===== src/rtl/core/video_port_and_line_irq_core_defines.svh =====
// Assertion macros shared by the core RTL files.
// Each macro expects clk_i and rst_ni to be visible in the asserting module.
`ifndef VIDEO_PORT_AND_LINE_IRQ_CORE_DEFINES_SVH
`define VIDEO_PORT_AND_LINE_IRQ_CORE_DEFINES_SVH

// Same-cycle implication, disabled while reset is asserted.
`define VPL_ASSERT_IMP(lbl, ante, cons, msg) \
  lbl: assert property (@(posedge clk_i) disable iff (!rst_ni) (ante) |-> (cons)) \
    else $error(msg);

// Next-cycle implication, disabled while reset is asserted.
`define VPL_ASSERT_NXT(lbl, ante, cons, msg) \
  lbl: assert property (@(posedge clk_i) disable iff (!rst_ni) (ante) |=> (cons)) \
    else $error(msg);

`endif


===== src/rtl/core/vplirq_ram.sv =====
// Generic single-port synchronous RAM with a registered read port.
// Standalone; used for the video and color memories of the core.
module vplirq_ram #(
  parameter int DEPTH = 64,
  parameter int WIDTH = 8
) (
  input  logic                     clk_i,
  input  logic                     en_i,
  input  logic                     we_i,
  input  logic [$clog2(DEPTH)-1:0] addr_i,
  input  logic [WIDTH-1:0]         wdata_i,
  output logic [WIDTH-1:0]         rdata_o
);

  logic [WIDTH-1:0] mem [DEPTH];
  logic [WIDTH-1:0] rdata_q;

  always_ff @(posedge clk_i) begin
    if (en_i && we_i) begin
      mem[addr_i] <= wdata_i;
    end
    if (en_i && !we_i) begin
      rdata_q <= mem[addr_i];
    end
  end

  assign rdata_o = rdata_q;

endmodule


===== config.mk =====
export PLATFORM = sky130hd
export DESIGN_NAME = vplirq_ram
export DESIGN_NICKNAME = d
export VERILOG_FILES = /design/src/rtl/core/video_port_and_line_irq_core_defines.svh /design/src/rtl/core/vplirq_ram.sv
export SDC_FILE = /design/constraint.sdc
export NUM_CORES = 1
export LEC_CHECK = 0
export ABC_CLOCK_PERIOD_IN_PS = 4000
export BUFFER_PORTS_ARGS = -buffer_cell sky130_fd_sc_hd__buf_2
export CORE_UTILIZATION = 50
export DETAILED_ROUTE_END_ITERATION = 10
export MAX_ROUTING_LAYER = met4
export PLACE_DENSITY = 0.65
export REMOVE_ABC_BUFFERS = 1
export SLEW_MARGIN = 20
export SYNTH_ARGS = -nofsm -noshare
export SYNTH_HDL_FRONTEND = slang
export SYNTH_SLANG_ARGS = --single-unit

===== constraint.sdc =====
create_clock -name clk_i -period 4 [get_ports clk_i]
set_input_delay 1.2 -clock clk_i [delete_from_list [all_inputs] [get_ports clk_i]]
set_output_delay 1.2 -clock clk_i [all_outputs]
set_load 0.01 [all_outputs]

==> results of run 1 <==
==> cell usage after synthesis (all sizes together) (9+ instances only) <==
| master | instances |
|---|---|
| clkbuf | 34 |
| mux2 | 43 |
| a21oi | 15 |
| a221o | 19 |
| edfxtp | 520 |
| a22o | 9 |
| o21ai | 17 |
| a211oi | 11 |
| o22ai | 16 |
| nor2 | 78 |
| nand2 | 34 |
| nor3 | 12 |
| a221oi | 56 |
| mux4 | 35 |
| buf | 52 |
| a22oi | 67 |
| mux2i | 25 |
==> worst min-delay path, delay by kind of cell, from the launching register on <==
family / cells / cell delay [ns]
compound gates: 2 / 0.14
flops: 1 / 0.32
simple gates: 2 / 0.24
==> flip-flops by register name (all words and copies together) (netlist names) <==
name     cells
rdata_o      8
mem        512
==> metal layers <==
layer / global-route usage / wire length, microns
met4: 0.0917 / 1720
met2: 0.409 / 25200
met1: 0.374 / 21400
met5: - / 0
met3: 0.0504 / 5190
==> placed cells by master (no fill, tap or decap), types with 11 or more instances in the layout <==
cell type and count:
edfxtp_1 520, buf_4 136, nor2_1 76, a22oi_1 67
a221oi_1 56, clkbuf_16 53, mux2_2 43, mux4_2 35
nand2_1 34, mux2i_1 25, buf_2 20, a221o_1 19
clkinv_1 17, o21ai_0 16, o22ai_1 16, a21oi_1 15
nor3_1 12, a211oi_1 11
==> report_power, final <==
part | internal, uW | leakage (uW) | switching (uW)
registers | 6020 | 0.00468 | 8.92
logic | 211 | 0.00213 | 431
clock network | 2660 | 0.000791 | 1990
==> stage by stage <==
stage | total power (uW) | hold WS (ns)
after floorplan | 6400 | 0.677
after global placement | 6770 | 0.754
after detailed placement | 6780 | 0.792
after CTS | 11400 | 0.797
after global routing | 11600 | 0.831
final | 11300 | 0.795
==> worst max path at each step <==
| stage | cells after the start | end | slack, ns | startpoint |
|---|---|---|---|---|
| final | 8 | rdata_o[2]$_DFFE_PP_ | 0.58 | addr_i[1] |
| after detailed placement | 8 | rdata_o[2]$_DFFE_PP_ | 0.04 | addr_i[1] |
| after floorplan | 3 | mem[13][0]$_DFFE_PP_ | 0.41 | addr_i[0] |
| after global placement | 8 | rdata_o[2]$_DFFE_PP_ | 0.11 | addr_i[1] |
| after global routing | 8 | rdata_o[2]$_DFFE_PP_ | 0.57 | addr_i[1] |
| after CTS | 8 | rdata_o[2]$_DFFE_PP_ | 0.66 | addr_i[1] |
==> logic make-up after synthesis <==
group / Yosys count
flip-flops: 520
AO/OA/AOI/OAI: 252
AND/OR/NAND/NOR: 179
multiplexers: 103
buffers and inverters: 90
==> area by class of cell <==
| class | count | share of cell area |
|---|---|---|
| Inverter | 4 | 0.000640 |
| Clock buffer | 61 | 0.0578 |
| Multi-Input combinational cell | 534 | 0.185 |
| Clock inverter | 32 | 0.0107 |
| Timing Repair Buffer | 161 | 0.0520 |
| Sequential cell | 520 | 0.665 |
| Tap cell | 525 | 0.0280 |
==> summary.txt, run 1 <==
Run status
  – Status: complete, no violations

Finish
  – # nets final: 1289
  – Finished Layout Cells: 1837
  – # fillers: 2941
  – Multi-input logic area: 0.00435 sq mm
  – Register Area: 0.0156 sq mm
  – Final Cell Area: 0.0235 sq mm
  – Area grow syn2layout: 14.9%
  – Ant. Diodes: 0
  – Fraction of layout cells with a size suffix above 1: 0.242
  – Finished Core Util: 0.587

Placement
  – Dpl hpwl: 34600 microns
  – Port buffer count: 24
  – Inst Count DP: 1744
  – Placed Area: 0.0219 sq mm
  – Post-Place Setup Slack: 0.0382 ns
  – Gpl congestion: 0.928

Timing
  – Total Neg Setup Slack: 0 ns
  – Post-layout min period: 3.42 ns
  – Fin. Hold Viols: 0
  – F_max: 293 MHz
  – Final-report max-slew violation count: 0
  – Max-Slew Margin vs Limit: 0.259
  – Worst-Margin Slew: 1.11 ns
  – Period utilisation layout: 0.854
  – Skew final: 0.0191 ns
  – Final setup vio count: 0
  – Final setup margin: 0.585 ns
  – Unrepaired setup endpoints after global routing: no

Synth
  – Fraction of registers with async set/reset: 0
  – Compound-gate portion of the synthesized area: 0.0961
  – Ys Warns: 0
  – Simple-gate share of the synthesized area: 0.0418
  – Syn Inst Count: 1144
  – Mux share of post-synthesis cell area: 0.0745
  – Xor-xnor portion of the synthesized cell area: 0
  – Yosys reg bits: 520
  – Largest cells by area after synthesis: edfxtp_1 (76%), mux4_2 (3.9%), a22oi_1 (2.5%), a221oi_1 (2.4%), mux2_2 (2.4%)
  – Synth area leader: edfxtp_1
  – Number of enable flip-flop cells after synthesis: 520
  – Register area share after synthesis: 0.764
  – Synth Flop Type: edfxtp_1
  – Mean Syn Cell Area: 17.9 sq um
  – Yosys top cell area share: 0.764
  – Largest family of logic cells by synthesized area: compound AO/OA/AOI/OAI gates
  – Distinct cell type count after synthesis: 53
  – Mapped cell area: 0.0204 sq mm
  – Adder-cell area share of the yosys netlist: 0

Critical path
  – Max stage delay on crit path: 0.71 ns
  – CP delay by family, top: buffers and inverters
  – Crit-path max FO: 43
  – Setup crit end kind: register
  – Worst reg2reg path endpoint: rdata_o[2]$_DFFE_PP_
  – CP max-delay cell: a221oi_1
  – FF-to-FF Start: mem[47][2]$_DFFE_PP_
  – Buffer and inverter count on the worst path: 3
  – Cells along the critical path: buf_4, buf_12, buf_4, mux2i_1, mux4_2, o21ai_0, a221oi_1, nand4b_1
  – R2r setup slk: 1.86 ns
  – Crit start category: input port
  – Worst endpoint required time: 4.31 ns
  – Critical path class: input port to register
  – Most used cell, CP: buf_4
  – Register-to-Register Path Depth: 4
  – CP arrival: 3.72 ns

Drt
  – Residual DRC: 0
  – WL final: 53500 microns
  – Wire per inst: 29.1 microns
  – Pre-antenna DRT Iters: 5
  – Antenna viol nets, final: 0
  – DRT iter0 DRCs: 1649
  – Via count: 11900
  – Via density: 6.47

Floorplanning
  – Starting density of the core: 0.511
  – Num rows: 73
  – Top-level I/O count: 25
  – Die Span Y: 204 microns
  – Total core area: 0.0400 sq mm
  – Die X: 204 microns
  – Die ar.: 0.0417 sq mm

Global routing
  – GRT overflow: 0
  – Vias in the first global route: 11600
  – Overall Global Routing Usage: 0.271
  – Initial antenna violation count: 0
  – Largest net degree at the start of global routing: 65
  – First-pass GRT wire length: 78900 microns

Pwr
  – Pwr dens: 483 mW/mm^2
  – Leak Pwr: 0.00760 uW
  – Max IR drop VDD: 348 uV

Hold path
  – Cells on Worst Hold Path: 4
  – Hold path endpoint: rdata_o[4]$_DFFE_PP_
  – Worst hold start: mem[10][4]$_DFFE_PP_
  – Type of the worst min-delay path: register to register

CTS
  – Post-CTS sizing: 0
  – TritonCTS clock tree: yes
  – Clock sink count: 520
  – CTS Buf Count: 51
  – Htree depth: 2
  – Root Buffer: clkbuf_16
  – Clock slew at the register clock pins of the worst setup and hold paths: 0.06 ns
  – Post-CTS Setup Bufs: 0
  – Hold_buf cts: 0
  – CTS Buffer Depth: 3
  – Clock Latency Late Sink: 0.59 ns

Run
  – Max-cap violations: 0
No activity file was read; power rests on OpenSTA's default activity.
==> run 2, diff against run 1 <==
--- a/config.mk
+++ b/config.mk
@@ -6,11 +6,11 @@
 export NUM_CORES = 1
 export LEC_CHECK = 0
 export ABC_CLOCK_PERIOD_IN_PS = 4000
-export BUFFER_PORTS_ARGS = -buffer_cell sky130_fd_sc_hd__buf_2
+export BUFFER_PORTS_ARGS = -buffer_cell sky130_fd_sc_hd__buf_4
 export CORE_UTILIZATION = 50
 export DETAILED_ROUTE_END_ITERATION = 10
 export MAX_ROUTING_LAYER = met4
-export PLACE_DENSITY = 0.65
+export PLACE_DENSITY = 0.71
 export REMOVE_ABC_BUFFERS = 1
 export SLEW_MARGIN = 20
 export SYNTH_ARGS = -nofsm -noshare
==> summary.txt, run 2 (synthesis results as in run 1) <==
Timing
  – Unrepaired setup endpoints after global routing: no
  – Final setup margin: 0.721 ns
  – Period utilisation layout: 0.820
  – Fin. Hold Viols: 0
  – F_max: 305 MHz
  – Total Neg Setup Slack: 0 ns
  – Skew final: 0.0207 ns
  – Final setup vio count: 0
  – Final-report max-slew violation count: 0
  – Worst-Margin Slew: 1.17 ns
  – Max-Slew Margin vs Limit: 0.216
  – Post-layout min period: 3.28 ns

Finish
  – Most frequent cells in the layout: edfxtp_1 (520), buf_4 (133), nor2_1 (77)
  – # fillers: 2885
  – Register Area: 0.0156 sq mm
  – Top reg by flops: mem
  – # nets final: 1268
  – Area grow syn2layout: 15.2%
  – Largest register FFs: 512
  – Multi-input logic area: 0.00435 sq mm
  – Commonest non-fill, non-tap cell in the layout: edfxtp_1
  – Fraction of layout cells with a size suffix above 1: 0.232

Floorplanning
  – Die ar.: 0.0417 sq mm
  – Total core area: 0.0400 sq mm
  – Die Span Y: 204 microns
  – Num rows: 73
  – Starting density of the core: 0.511
  – Top-level I/O count: 25
  – Die X: 204 microns

Pwr
  – Pwr dens: 497 mW/mm^2
  – Max IR drop VDD: 343 uV
  – Leak Pwr: 0.00760 uW

CTS
  – Hold_buf cts: 0
  – Post-CTS Setup Bufs: 0
  – TritonCTS clock tree: yes
  – CTS Buffer Depth: 3
  – Htree depth: 2
  – Root Buffer: clkbuf_16
  – Clock sink count: 520
  – Clock Latency Late Sink: 0.60 ns
  – CTS Buf Count: 51
  – Clock slew at the register clock pins of the worst setup and hold paths: 0.06 ns
  – Post-CTS sizing: 0

Drt
  – DRT iter0 DRCs: 1638
  – Via density: 6.51
  – Antenna viol nets, final: 0
  – Pre-antenna DRT Iters: 6
  – Residual DRC: 0
  – WL final: 52400 microns
  – Wire per inst: 28.8 microns
  – Via count: 11800

Global routing
  – GR Layer Usage met2: 0.393
  – GRT overflow: 0
  – Initial antenna violation count: 1
  – Largest net degree at the start of global routing: 65
  – Overall Global Routing Usage: 0.265
  – First-pass GRT wire length: 77500 microns
  – Grt met3 use: 0.0564
  – Vias in the first global route: 11600
  – Most Crowded Layer GR: met2
  – GRT met1 Usage: 0.364

Critical path
  – Max stage delay on crit path: 0.54 ns
  – Worst reg2reg path endpoint: rdata_o[0]$_DFFE_PP_
  – Register-to-Register Path Depth: 6
  – Crit start category: input port
  – R2r setup slk: 1.91 ns
  – Critical path class: input port to register
  – FF-to-FF Start: mem[24][0]$_DFFE_PP_
  – Cells along the critical path: buf_4, buf_12, buf_12, mux2i_1, mux4_2, o21ai_0, a221oi_1, nand4b_1
  – Setup crit end kind: register
  – Most used cell, CP: buf_12
  – CP max-delay cell: buf_4
  – Crit-path max FO: 53
  – Worst endpoint required time: 4.31 ns
  – CP arrival: 3.59 ns

Placement
  – Gpl congestion: 0.920
  – Dpl hpwl: 32300 microns
  – Post-Place Setup Slack: 0.225 ns
  – Port buffer count: 24

Hold path
  – Cells on Worst Hold Path: 4
  – Hold path endpoint: rdata_o[4]$_DFFE_PP_
  – Type of the worst min-delay path: register to register
  – Worst hold start: mem[3][4]$_DFFE_PP_

Run status
  – Status: complete, no violations

Run
  – Max-cap violations: 0
run 2: cell types whose count changed in the layout (fill, tap and decap cells not counted), sizes merged:
cell and change:
clkinv -6, clkinvlp -1, diode +2, clkbuf +1, inv +1, bufinv +6
buf -21
run 2: where the power goes:
group	switching, uW	internal [uW]
registers	10.2	6020
logic	420	211
clock network	2010	3030
run 2: how the worst max path moves through the flow:
stage / startpoint / endpoint / slack [ns]
floorplan: addr_i[0] / mem[13][0]$_DFFE_PP_ / 0.41
global placement: addr_i[1] / rdata_o[1]$_DFFE_PP_ / 0.28
detailed placement: addr_i[0] / rdata_o[2]$_DFFE_PP_ / 0.22
CTS: addr_i[0] / rdata_o[2]$_DFFE_PP_ / 0.82
global route: addr_i[1] / rdata_o[0]$_DFFE_PP_ / 0.67
finish: addr_i[1] / rdata_o[0]$_DFFE_PP_ / 0.72
run 2: area by class of cell:
| type | instances | share of cell area |
|---|---|---|
| diodes | 2 | 0.000213 |
| clock buffers | 62 | 0.0569 |
| clock inverters | 32 | 0.0180 |
| inverters | 4 | 0.000638 |
| multi-input cells | 534 | 0.185 |
| flip-flops and latches | 520 | 0.663 |
| well taps | 525 | 0.0279 |
| repair buffers | 140 | 0.0484 |
run 2: worst max-delay path: cells and delay by family:
kind,cells,cell delay (ns)
buf+inv,3,0.99
compound gates,2,0.61
simple gates,1,0.18
mux,2,0.49
run 2: routing by layer:
layer	up-vias	part of all wire
met5	-	0
met4	0	0.030
met3	112	0.11
met2	782	0.47
met1	5989	0.39
li1	4952	-
run 2: per-stage QoR:
step / hold WS (ns) / power, uW / util / cell area [sq um] / std cells
3_3_place_gp: 0.757 / 6760 / 0.544 / 21800 / 1723
2_1_floorplan: 0.677 / 6400 / - / 20000 / 1058
4_1_cts: 0.807 / 11700 / 0.588 / 23500 / 1817
3_5_place_dp: 0.781 / 6770 / 0.544 / 21800 / 1723
5_1_grt: 0.869 / 12000 / 0.588 / 23500 / 1818
6_report: 0.828 / 11700 / 0.588 / 23500 / 1819
