**src/rtl/core/video_port_and_line_irq_core_defines.svh**
```systemverilog
// Assertion macros shared by the core RTL files.
// Each macro expects clk_i and rst_ni to be visible in the asserting module.
`ifndef VIDEO_PORT_AND_LINE_IRQ_CORE_DEFINES_SVH
`define VIDEO_PORT_AND_LINE_IRQ_CORE_DEFINES_SVH

// Same-cycle implication, disabled while reset is asserted.
`define VPL_ASSERT_IMP(lbl, ante, cons, msg) \
  lbl: assert property (@(posedge clk_i) disable iff (!rst_ni) (ante) |-> (cons)) \
    else $error(msg);

// Next-cycle implication, disabled while reset is asserted.
`define VPL_ASSERT_NXT(lbl, ante, cons, msg) \
  lbl: assert property (@(posedge clk_i) disable iff (!rst_ni) (ante) |=> (cons)) \
    else $error(msg);

`endif

```
**src/rtl/core/vplirq_pkg.sv**
```systemverilog
// Shared types and constants for the video port and line interrupt core.
// No dependencies; imported by the top level and vplirq_ctrl.
package vplirq_pkg;

  localparam int VIDEO_MEM_DEPTH = 16384;
  localparam int COLOR_MEM_DEPTH = 64;
  localparam int LINES_PER_FRAME = 262;

  localparam int VA_W   = $clog2(VIDEO_MEM_DEPTH);
  localparam int CA_W   = $clog2(COLOR_MEM_DEPTH);
  localparam int LINE_W = $clog2(LINES_PER_FRAME);

  localparam int VPTR_W = 14;
  localparam int CPTR_W = 6;

  localparam logic [VPTR_W-1:0] VPTR_MASK    = 14'h3FFF;
  localparam logic [CPTR_W-1:0] CMASK_WIDE   = 6'h3F;
  localparam logic [CPTR_W-1:0] CMASK_NARROW = 6'h1F;

  localparam logic [LINE_W-1:0] LINE_LAST       = LINE_W'(LINES_PER_FRAME - 1);
  localparam logic [LINE_W-1:0] LINE_FRAME      = LINE_W'(192);
  localparam logic [LINE_W-1:0] LINE_VBLANK     = LINE_W'(193);
  localparam logic [LINE_W-1:0] LINE_VBLANK_END = LINE_W'(224);

  typedef enum logic [2:0] {
    CMD_DATA_RD   = 3'd0,
    CMD_DATA_WR   = 3'd1,
    CMD_STATUS_RD = 3'd2,
    CMD_CTRL_WR   = 3'd3,
    CMD_LINE_TICK = 3'd4
  } cmd_e;

  typedef struct packed {
    logic            en;
    logic            we;
    logic [VA_W-1:0] addr;
    logic [7:0]      wdata;
  } vram_req_t;

  typedef struct packed {
    logic            en;
    logic            we;
    logic [CA_W-1:0] addr;
    logic [7:0]      wdata;
  } cram_req_t;

  typedef struct packed {
    logic [7:0]        rd;
    logic              color_rd;
    logic              irq;
    logic [LINE_W-1:0] line;
  } result_t;

endpackage

```
**src/rtl/core/vplirq_ctrl.sv**
```systemverilog
// Port control state: pointers, write latch, read-ahead buffer, flags, line counter.
// Depends on vplirq_pkg and the shared assertion macros.
`include "video_port_and_line_irq_core_defines.svh"

module vplirq_ctrl
  import vplirq_pkg::*;
(
  input  logic        clk_i,
  input  logic        rst_ni,
  input  logic        acc_i,
  input  logic [2:0]  cmd_i,
  input  logic [7:0]  data_i,
  input  logic        handheld_i,
  input  logic [7:0]  vram_rdata_i,
  output vram_req_t   vram_req_o,
  output cram_req_t   cram_req_o,
  output result_t     result_o
);

  logic              pend_q, pend_d;
  logic [7:0]        latch_q, latch_d;
  logic              frame_q, frame_d;
  logic              line_q, line_d;
  logic [7:0]        rab_q, rab_d;
  logic              rab_mem_q, rab_mem_d;
  logic              cmode_q, cmode_d;
  logic [CPTR_W-1:0] cptr_q, cptr_d;
  logic [VPTR_W-1:0] vptr_q, vptr_d;
  logic [LINE_W-1:0] lc_q, lc_d;
  logic [7:0]        lui_q, lui_d;
  logic              irq_q, irq_d;
  logic              r0_b4_q, r0_b4_d;
  logic              r1_b5_q, r1_b5_d;
  logic [7:0]        r10_q, r10_d;

  logic [CPTR_W-1:0] cmask;
  logic [CPTR_W-1:0] cptr_inc;
  logic [VPTR_W-1:0] vptr_inc;
  logic [VPTR_W-1:0] vptr_new;
  logic [7:0]        rab_eff;
  logic [LINE_W-1:0] lc_nxt;
  logic [7:0]        lui_cur;

  assign cmask    = handheld_i ? CMASK_WIDE : CMASK_NARROW;
  assign cptr_inc = (cptr_q + CPTR_W'(1)) & cmask;
  assign vptr_inc = (vptr_q + VPTR_W'(1)) & VPTR_MASK;
  assign vptr_new = {data_i[5:0], latch_q} & VPTR_MASK;
  // The read-ahead value may still sit in the video memory's output register.
  assign rab_eff  = rab_mem_q ? vram_rdata_i : rab_q;
  assign lc_nxt   = (lc_q == LINE_LAST) ? '0 : lc_q + LINE_W'(1);
  assign lui_cur  = (lc_nxt == '0) ? r10_q : lui_q;

  always_comb begin
    pend_d     = pend_q;
    latch_d    = latch_q;
    frame_d    = frame_q;
    line_d     = line_q;
    rab_d      = rab_q;
    rab_mem_d  = rab_mem_q;
    cmode_d    = cmode_q;
    cptr_d     = cptr_q;
    vptr_d     = vptr_q;
    lc_d       = lc_q;
    lui_d      = lui_q;
    irq_d      = irq_q;
    r0_b4_d    = r0_b4_q;
    r1_b5_d    = r1_b5_q;
    r10_d      = r10_q;
    vram_req_o = '0;
    cram_req_o = '0;
    result_o   = '0;

    if (acc_i) begin
      case (cmd_e'(cmd_i))
        CMD_DATA_RD: begin
          if (cmode_q) begin
            cram_req_o.en   = 1'b1;
            cram_req_o.addr = cptr_q[CA_W-1:0];
            result_o.color_rd = 1'b1;
            cptr_d = cptr_inc;
          end else begin
            result_o.rd     = rab_eff;
            vram_req_o.en   = 1'b1;
            vram_req_o.addr = vptr_q[VA_W-1:0];
            rab_mem_d = 1'b1;
            vptr_d    = vptr_inc;
          end
        end
        CMD_DATA_WR: begin
          if (cmode_q) begin
            cram_req_o.en    = 1'b1;
            cram_req_o.we    = 1'b1;
            cram_req_o.addr  = cptr_q[CA_W-1:0];
            cram_req_o.wdata = data_i;
            cptr_d = cptr_inc;
          end else begin
            vram_req_o.en    = 1'b1;
            vram_req_o.we    = 1'b1;
            vram_req_o.addr  = vptr_q[VA_W-1:0];
            vram_req_o.wdata = data_i;
            rab_d     = data_i;
            rab_mem_d = 1'b0;
            vptr_d    = vptr_inc;
          end
        end
        CMD_STATUS_RD: begin
          result_o.rd = {frame_q, line_q, 6'd0};
          pend_d  = 1'b0;
          irq_d   = 1'b0;
          frame_d = 1'b0;
          line_d  = 1'b0;
        end
        CMD_CTRL_WR: begin
          if (!pend_q) begin
            pend_d  = 1'b1;
            latch_d = data_i;
          end else begin
            pend_d = 1'b0;
            if (data_i[7:4] == 4'h8) begin
              // Only the register bits that drive interrupts are kept.
              if (data_i[3:0] == 4'd0) begin
                r0_b4_d = latch_q[4];
              end
              if (data_i[3:0] == 4'd1) begin
                r1_b5_d = latch_q[5];
              end
              if (data_i[3:0] == 4'd10) begin
                r10_d = latch_q;
              end
            end else if (data_i[7:6] == 2'b11) begin
              cptr_d  = latch_q[CPTR_W-1:0] & cmask;
              cmode_d = 1'b1;
            end else begin
              cmode_d = 1'b0;
              vptr_d  = vptr_new;
              if (!data_i[6]) begin
                vram_req_o.en   = 1'b1;
                vram_req_o.addr = vptr_new[VA_W-1:0];
                rab_mem_d = 1'b1;
                vptr_d    = (vptr_new + VPTR_W'(1)) & VPTR_MASK;
              end
            end
          end
        end
        CMD_LINE_TICK: begin
          lc_d = lc_nxt;
          if (lc_nxt >= LINE_VBLANK) begin
            if (lc_nxt < LINE_VBLANK_END && frame_q && r1_b5_q) begin
              irq_d = 1'b1;
            end
          end else begin
            if (lui_cur != 8'd0) begin
              lui_d = lui_cur - 8'd1;
            end else begin
              lui_d  = r10_q;
              line_d = 1'b1;
            end
            if (line_d && r0_b4_q) begin
              irq_d = 1'b1;
            end
            if (lc_nxt == LINE_FRAME) begin
              frame_d = 1'b1;
            end
          end
        end
        default: begin
        end
      endcase
    end

    result_o.irq  = irq_d;
    result_o.line = lc_d;
  end

  always_ff @(posedge clk_i or negedge rst_ni) begin
    if (!rst_ni) begin
      pend_q    <= 1'b0;
      latch_q   <= '0;
      frame_q   <= 1'b0;
      line_q    <= 1'b0;
      rab_q     <= '0;
      rab_mem_q <= 1'b0;
      cmode_q   <= 1'b0;
      cptr_q    <= '0;
      vptr_q    <= '0;
      lc_q      <= '0;
      lui_q     <= '0;
      irq_q     <= 1'b0;
      r0_b4_q   <= 1'b0;
      r1_b5_q   <= 1'b0;
      r10_q     <= '0;
    end else begin
      pend_q    <= pend_d;
      latch_q   <= latch_d;
      frame_q   <= frame_d;
      line_q    <= line_d;
      rab_q     <= rab_d;
      rab_mem_q <= rab_mem_d;
      cmode_q   <= cmode_d;
      cptr_q    <= cptr_d;
      vptr_q    <= vptr_d;
      lc_q      <= lc_d;
      lui_q     <= lui_d;
      irq_q     <= irq_d;
      r0_b4_q   <= r0_b4_d;
      r1_b5_q   <= r1_b5_d;
      r10_q     <= r10_d;
    end
  end

  `VPL_ASSERT_NXT(a_status_clears_irq, acc_i && cmd_i == CMD_STATUS_RD, !irq_q && !pend_q, "status read must clear the interrupt and the pending write")
  `VPL_ASSERT_IMP(a_line_in_range, 1'b1, lc_q <= LINE_LAST, "line counter out of range")
  `VPL_ASSERT_IMP(a_one_mem_access, 1'b1, !(vram_req_o.en && cram_req_o.en), "video and color memory accessed by one transaction")

endmodule
```
**config.mk**
```make
export PLATFORM = sky130hd
export DESIGN_NAME = vplirq_ctrl
export DESIGN_NICKNAME = d
export VERILOG_FILES = /design/src/rtl/core/vplirq_pkg.sv /design/src/rtl/core/vplirq_ctrl.sv
export VERILOG_INCLUDE_DIRS = /design/src /design/src/rtl/core
export SDC_FILE = /design/constraint.sdc
export NUM_CORES = 1
export LEC_CHECK = 0
export ABC_CLOCK_PERIOD_IN_PS = 11600
export BUFFER_PORTS_ARGS = -buffer_cell sky130_fd_sc_hd__buf_4
export CAP_MARGIN = 30
export CORE_MARGIN = 4
export CORE_UTILIZATION = 25
export CTS_BUF_LIST = sky130_fd_sc_hd__clkbuf_2
export DETAILED_ROUTE_END_ITERATION = 10
export PLACE_DENSITY_LB_ADDON = 0.3
export SLEW_MARGIN = 15
export SYNTH_ARGS = -nofsm -noshare
export SYNTH_HDL_FRONTEND = slang
export SYNTH_SLANG_ARGS = --single-unit
```
**constraint.sdc**
```tcl
create_clock -name clk_i -period 11.6 [get_ports clk_i]
set_input_delay 3.48 -clock clk_i [delete_from_list [all_inputs] [get_ports clk_i]]
set_output_delay 3.48 -clock clk_i [all_outputs]
set_load 0.03 [all_outputs]
```
==> flow_summary.json <==
{
  "cts_max_path_buffers": 2,
  "grt_setup_unrepaired": "false",
  "root_buffer": "clkbuf_2",
  "nNetsFinal": 656,
  "cp.required_ns": 8.12,
  "skew_ns": 0.0391,
  "grt_overflow": 0,
  "floorplan.initialDensity_pct": 25.6,
  "routed-via-count": 4491,
  "start_kind": "register",
  "drive_gt1_share_pct": 22.9,
  "holdBufCountCts": 0,
  "die_area_um2": 21500,
  "powerDensity_nw_per_um2": 154,
  "hpwl_um": 10500,
  "post-route-period-util_pct": 75.2,
  "yosys_warnings": 0,
  "fill_cells": 2030,
  "p_leak_nw": 2.44,
  "routed_via_density": 5.20,
  "regToRegEndpoint": "irq_q$_DFF_PN0_",
  "path_clk_slew_ns": 0.22,
  "min_period_ns": 8.72,
  "end_kind": "primary output",
  "wl_per_cell_um": 16.9,
  "cts_inserted_buffers": 9,
  "synth_nets": 600,
  "synth_cell_types": 66,
  "fin_area_um2": 5710,
  "min_to": "rab_q[4]$_DFFE_PN0P_",
  "grt_max_degree": 70,
  "fmax_mhz": 115,
  "ir_worst_vdd_v": 0.0000499,
  "cts_resized": 0,
  "dpl.cell_count": 847,
  "critPathArrivalTime_ns": 5.24,
  "ios": 82,
  "ys_ff_latch": 69,
  "track_usage_pct": 13.7,
  "yosys.area.top_type": "dfrtp_1",
  "drt_wl_total_um": 14600,
  "setup_tns_ns": 0,
  "tightest_slew_ns": 0.928,
  "ys_async_sr_fraction_pct": 100,
  "area_growth_pct": 19.0,
  "p_total_w": 0.000877,
  "hold_class": "reg -> reg",
  "clock_latency_ns": 0.52,
  "synth_edf_count": 0,
  "die_w_um": 147,
  "cts_num_sinks": 69,
  "critPathKind": "reg -> out",
  "slew-limit-headroom_pct": 37.6,
  "core_area_um2": 18800,
  "grt_pass1_vias": 4441,
  "hp-start": "rab_q[4]$_DFFE_PN0P_",
  "cts_tree": "built",
  "hold_depth": 1,
  "yosysSeqAreaShare_pct": 36.0,
  "cp_max_fo": 16,
  "syn_inst": 569,
  "post-route-drc-count": 0,
  "cts_setup_buffers": 0,
  "rr_startpoint": "lc_q[0]$_DFF_PN0_",
  "yosysTopAreaCellShare_pct": 36.0,
  "grt_antenna_before_repair": 1,
  "reg2reg_slack_ns": 6.98,
  "gp_congestion": 0.840,
  "synthesis.area_um2": 4800,
  "firstDrtPassIters": 5,
  "portBuffers": 81,
  "setup_viol": 0,
  "yosys-top-cells-area": "dfrtp_1 36%, mux2_2 6.1%, a21oi_1 4.7%",
  "die_h_um": 147,
  "rows": 50,
  "placed_area_um2": 5570,
  "synth.most_common_cell": "dfrtp_1",
  "final_max_slew_viol_count": 0,
  "run_status": "finished clean",
  "timing_hold_violations_final": 0,
  "synthFlopType": "dfrtp_1",
  "ant_nets": 0,
  "htreeDepth": 3,
  "grt_pass1_wl_um": 24100,
  "yosys-top-cells-count": "69 x dfrtp_1, 47 x nor2_1, 45 x a21oi_1",
  "drt_iter0_markers": 290,
  "drv_cap": 0,
  "final_cells": 864,
  "rr_worst_depth": 13,
  "syn_area_per_cell_um2": 8.43
}
-- how the worst max path moves through the flow --
| stage | slack [ns] | startpoint | cells after the start | endpoint |
|---|---|---|---|---|
| global placement | 2.55 | cmd_i[1] | 5 | result_o[17] |
| CTS | 2.78 | lc_q[0]$_DFF_PN0_ | 14 | result_o[9] |
| global route | 2.32 | lc_q[0]$_DFF_PN0_ | 14 | result_o[9] |
| floorplan | 2.70 | acc_i | 6 | vram_req_o[1] |
| detailed placement | 2.92 | cmd_i[1] | 5 | result_o[9] |
| finish | 2.88 | lc_q[0]$_DFF_PN0_ | 14 | result_o[9] |
-- layer usage --
metal	vias up	share of wire, %	GRT usage, %
met5	-	0	0
met4	0	0.76	3.15
met3	4	5.4	2.70
met1	2158	46	18.9
li1	2196	-	-
met2	133	48	22.1
-- critical path: stages, from the launching register on --
cell,delay [ns]
dfrtp_1,0.51
ha_1,0.34
and4_1,0.27
and4_1,0.19
nor3_1,0.58
or3_1,0.53
nor2_1,0.07
a21oi_1,0.18
ha_1,0.23
and3_1,0.20
or4b_1,0.51
nand3_1,0.12
a2bb2oi_1,0.07
o41ai_1,0.65
buf_4,0.28
-- stage by stage --
step / setup WS (ns) / hold slack, ns / util [%]
global route: 2.32 / 0.564 / 30.4
floorplan: 2.70 / 0.441 / -
detailed placement: 2.92 / 0.496 / 29.7
global placement: 2.55 / 0.489 / 29.6
CTS: 2.78 / 0.547 / 30.2
finish: 2.88 / 0.537 / 30.4
-- registers in the layout (all words and copies together) (netlist names) --
name       count
lui_q          8
rab_q          8
rab_mem_q      1
line_q         1
vptr_q        14
r1_b5_q        1
frame_q        1
r0_b4_q        1
irq_q          1
latch_q        8
lc_q           9
pend_q         1
cptr_q         6
cmode_q        1
r10_q          8
-- placed cells by master (no fill, tap or decap), types with 10 or more instances in the layout --
master,count
a22oi_1,14
dfrtp_1,69
and3_1,14
xnor2_1,14
o22ai_1,12
and2_1,15
nand3_1,31
mux2_2,26
nand4_1,10
mux2i_1,14
inv_1,18
o21ai_0,26
nor3_1,22
buf_4,87
nand2_1,44
a21oi_1,45
nor2_1,47
-- cells by family (layout without fill, tap and decap cells) --
group                      count (synthesis)  after routing  share of synthesized area (%)
buffers and inverters                     62            122                           5.58
other                                      0              1                              0
DFF                                       69             69                           36.0
and+or+nand+nor                          226            226                           24.2
adders and majority gates                  8              8                           2.09
xor gates and xnor gates                  16             16                           2.92
AOI/OAI and AO/OA                        148            148                           20.2
muxes                                     40             40                           9.03
-- where the power goes --
part / switching [W] / leakage (nW) / internal [W]
clock: 0.0000947 / 0.0642 / 0.0000485
sequential: 0.000102 / 0.869 / 0.000305
combinational: 0.000181 / 1.51 / 0.000146
total: 0.000378 / 2.44 / 0.000500
-- final cells by class --
type | count | area (um^2) | area share (%)
diodes | 1 | 2.50 | 0.0439
clock buffers | 9 | 45.0 | 0.789
clock inverters | 6 | 63.8 | 1.12
inverters | 18 | 67.6 | 1.18
multi-input cells | 438 | 2820 | 49.4
flip-flops and latches | 69 | 1730 | 30.3
well taps | 234 | 293 | 5.13
repair buffers | 89 | 692 | 12.1
Note: power is estimated with default switching activity, not from simulation.
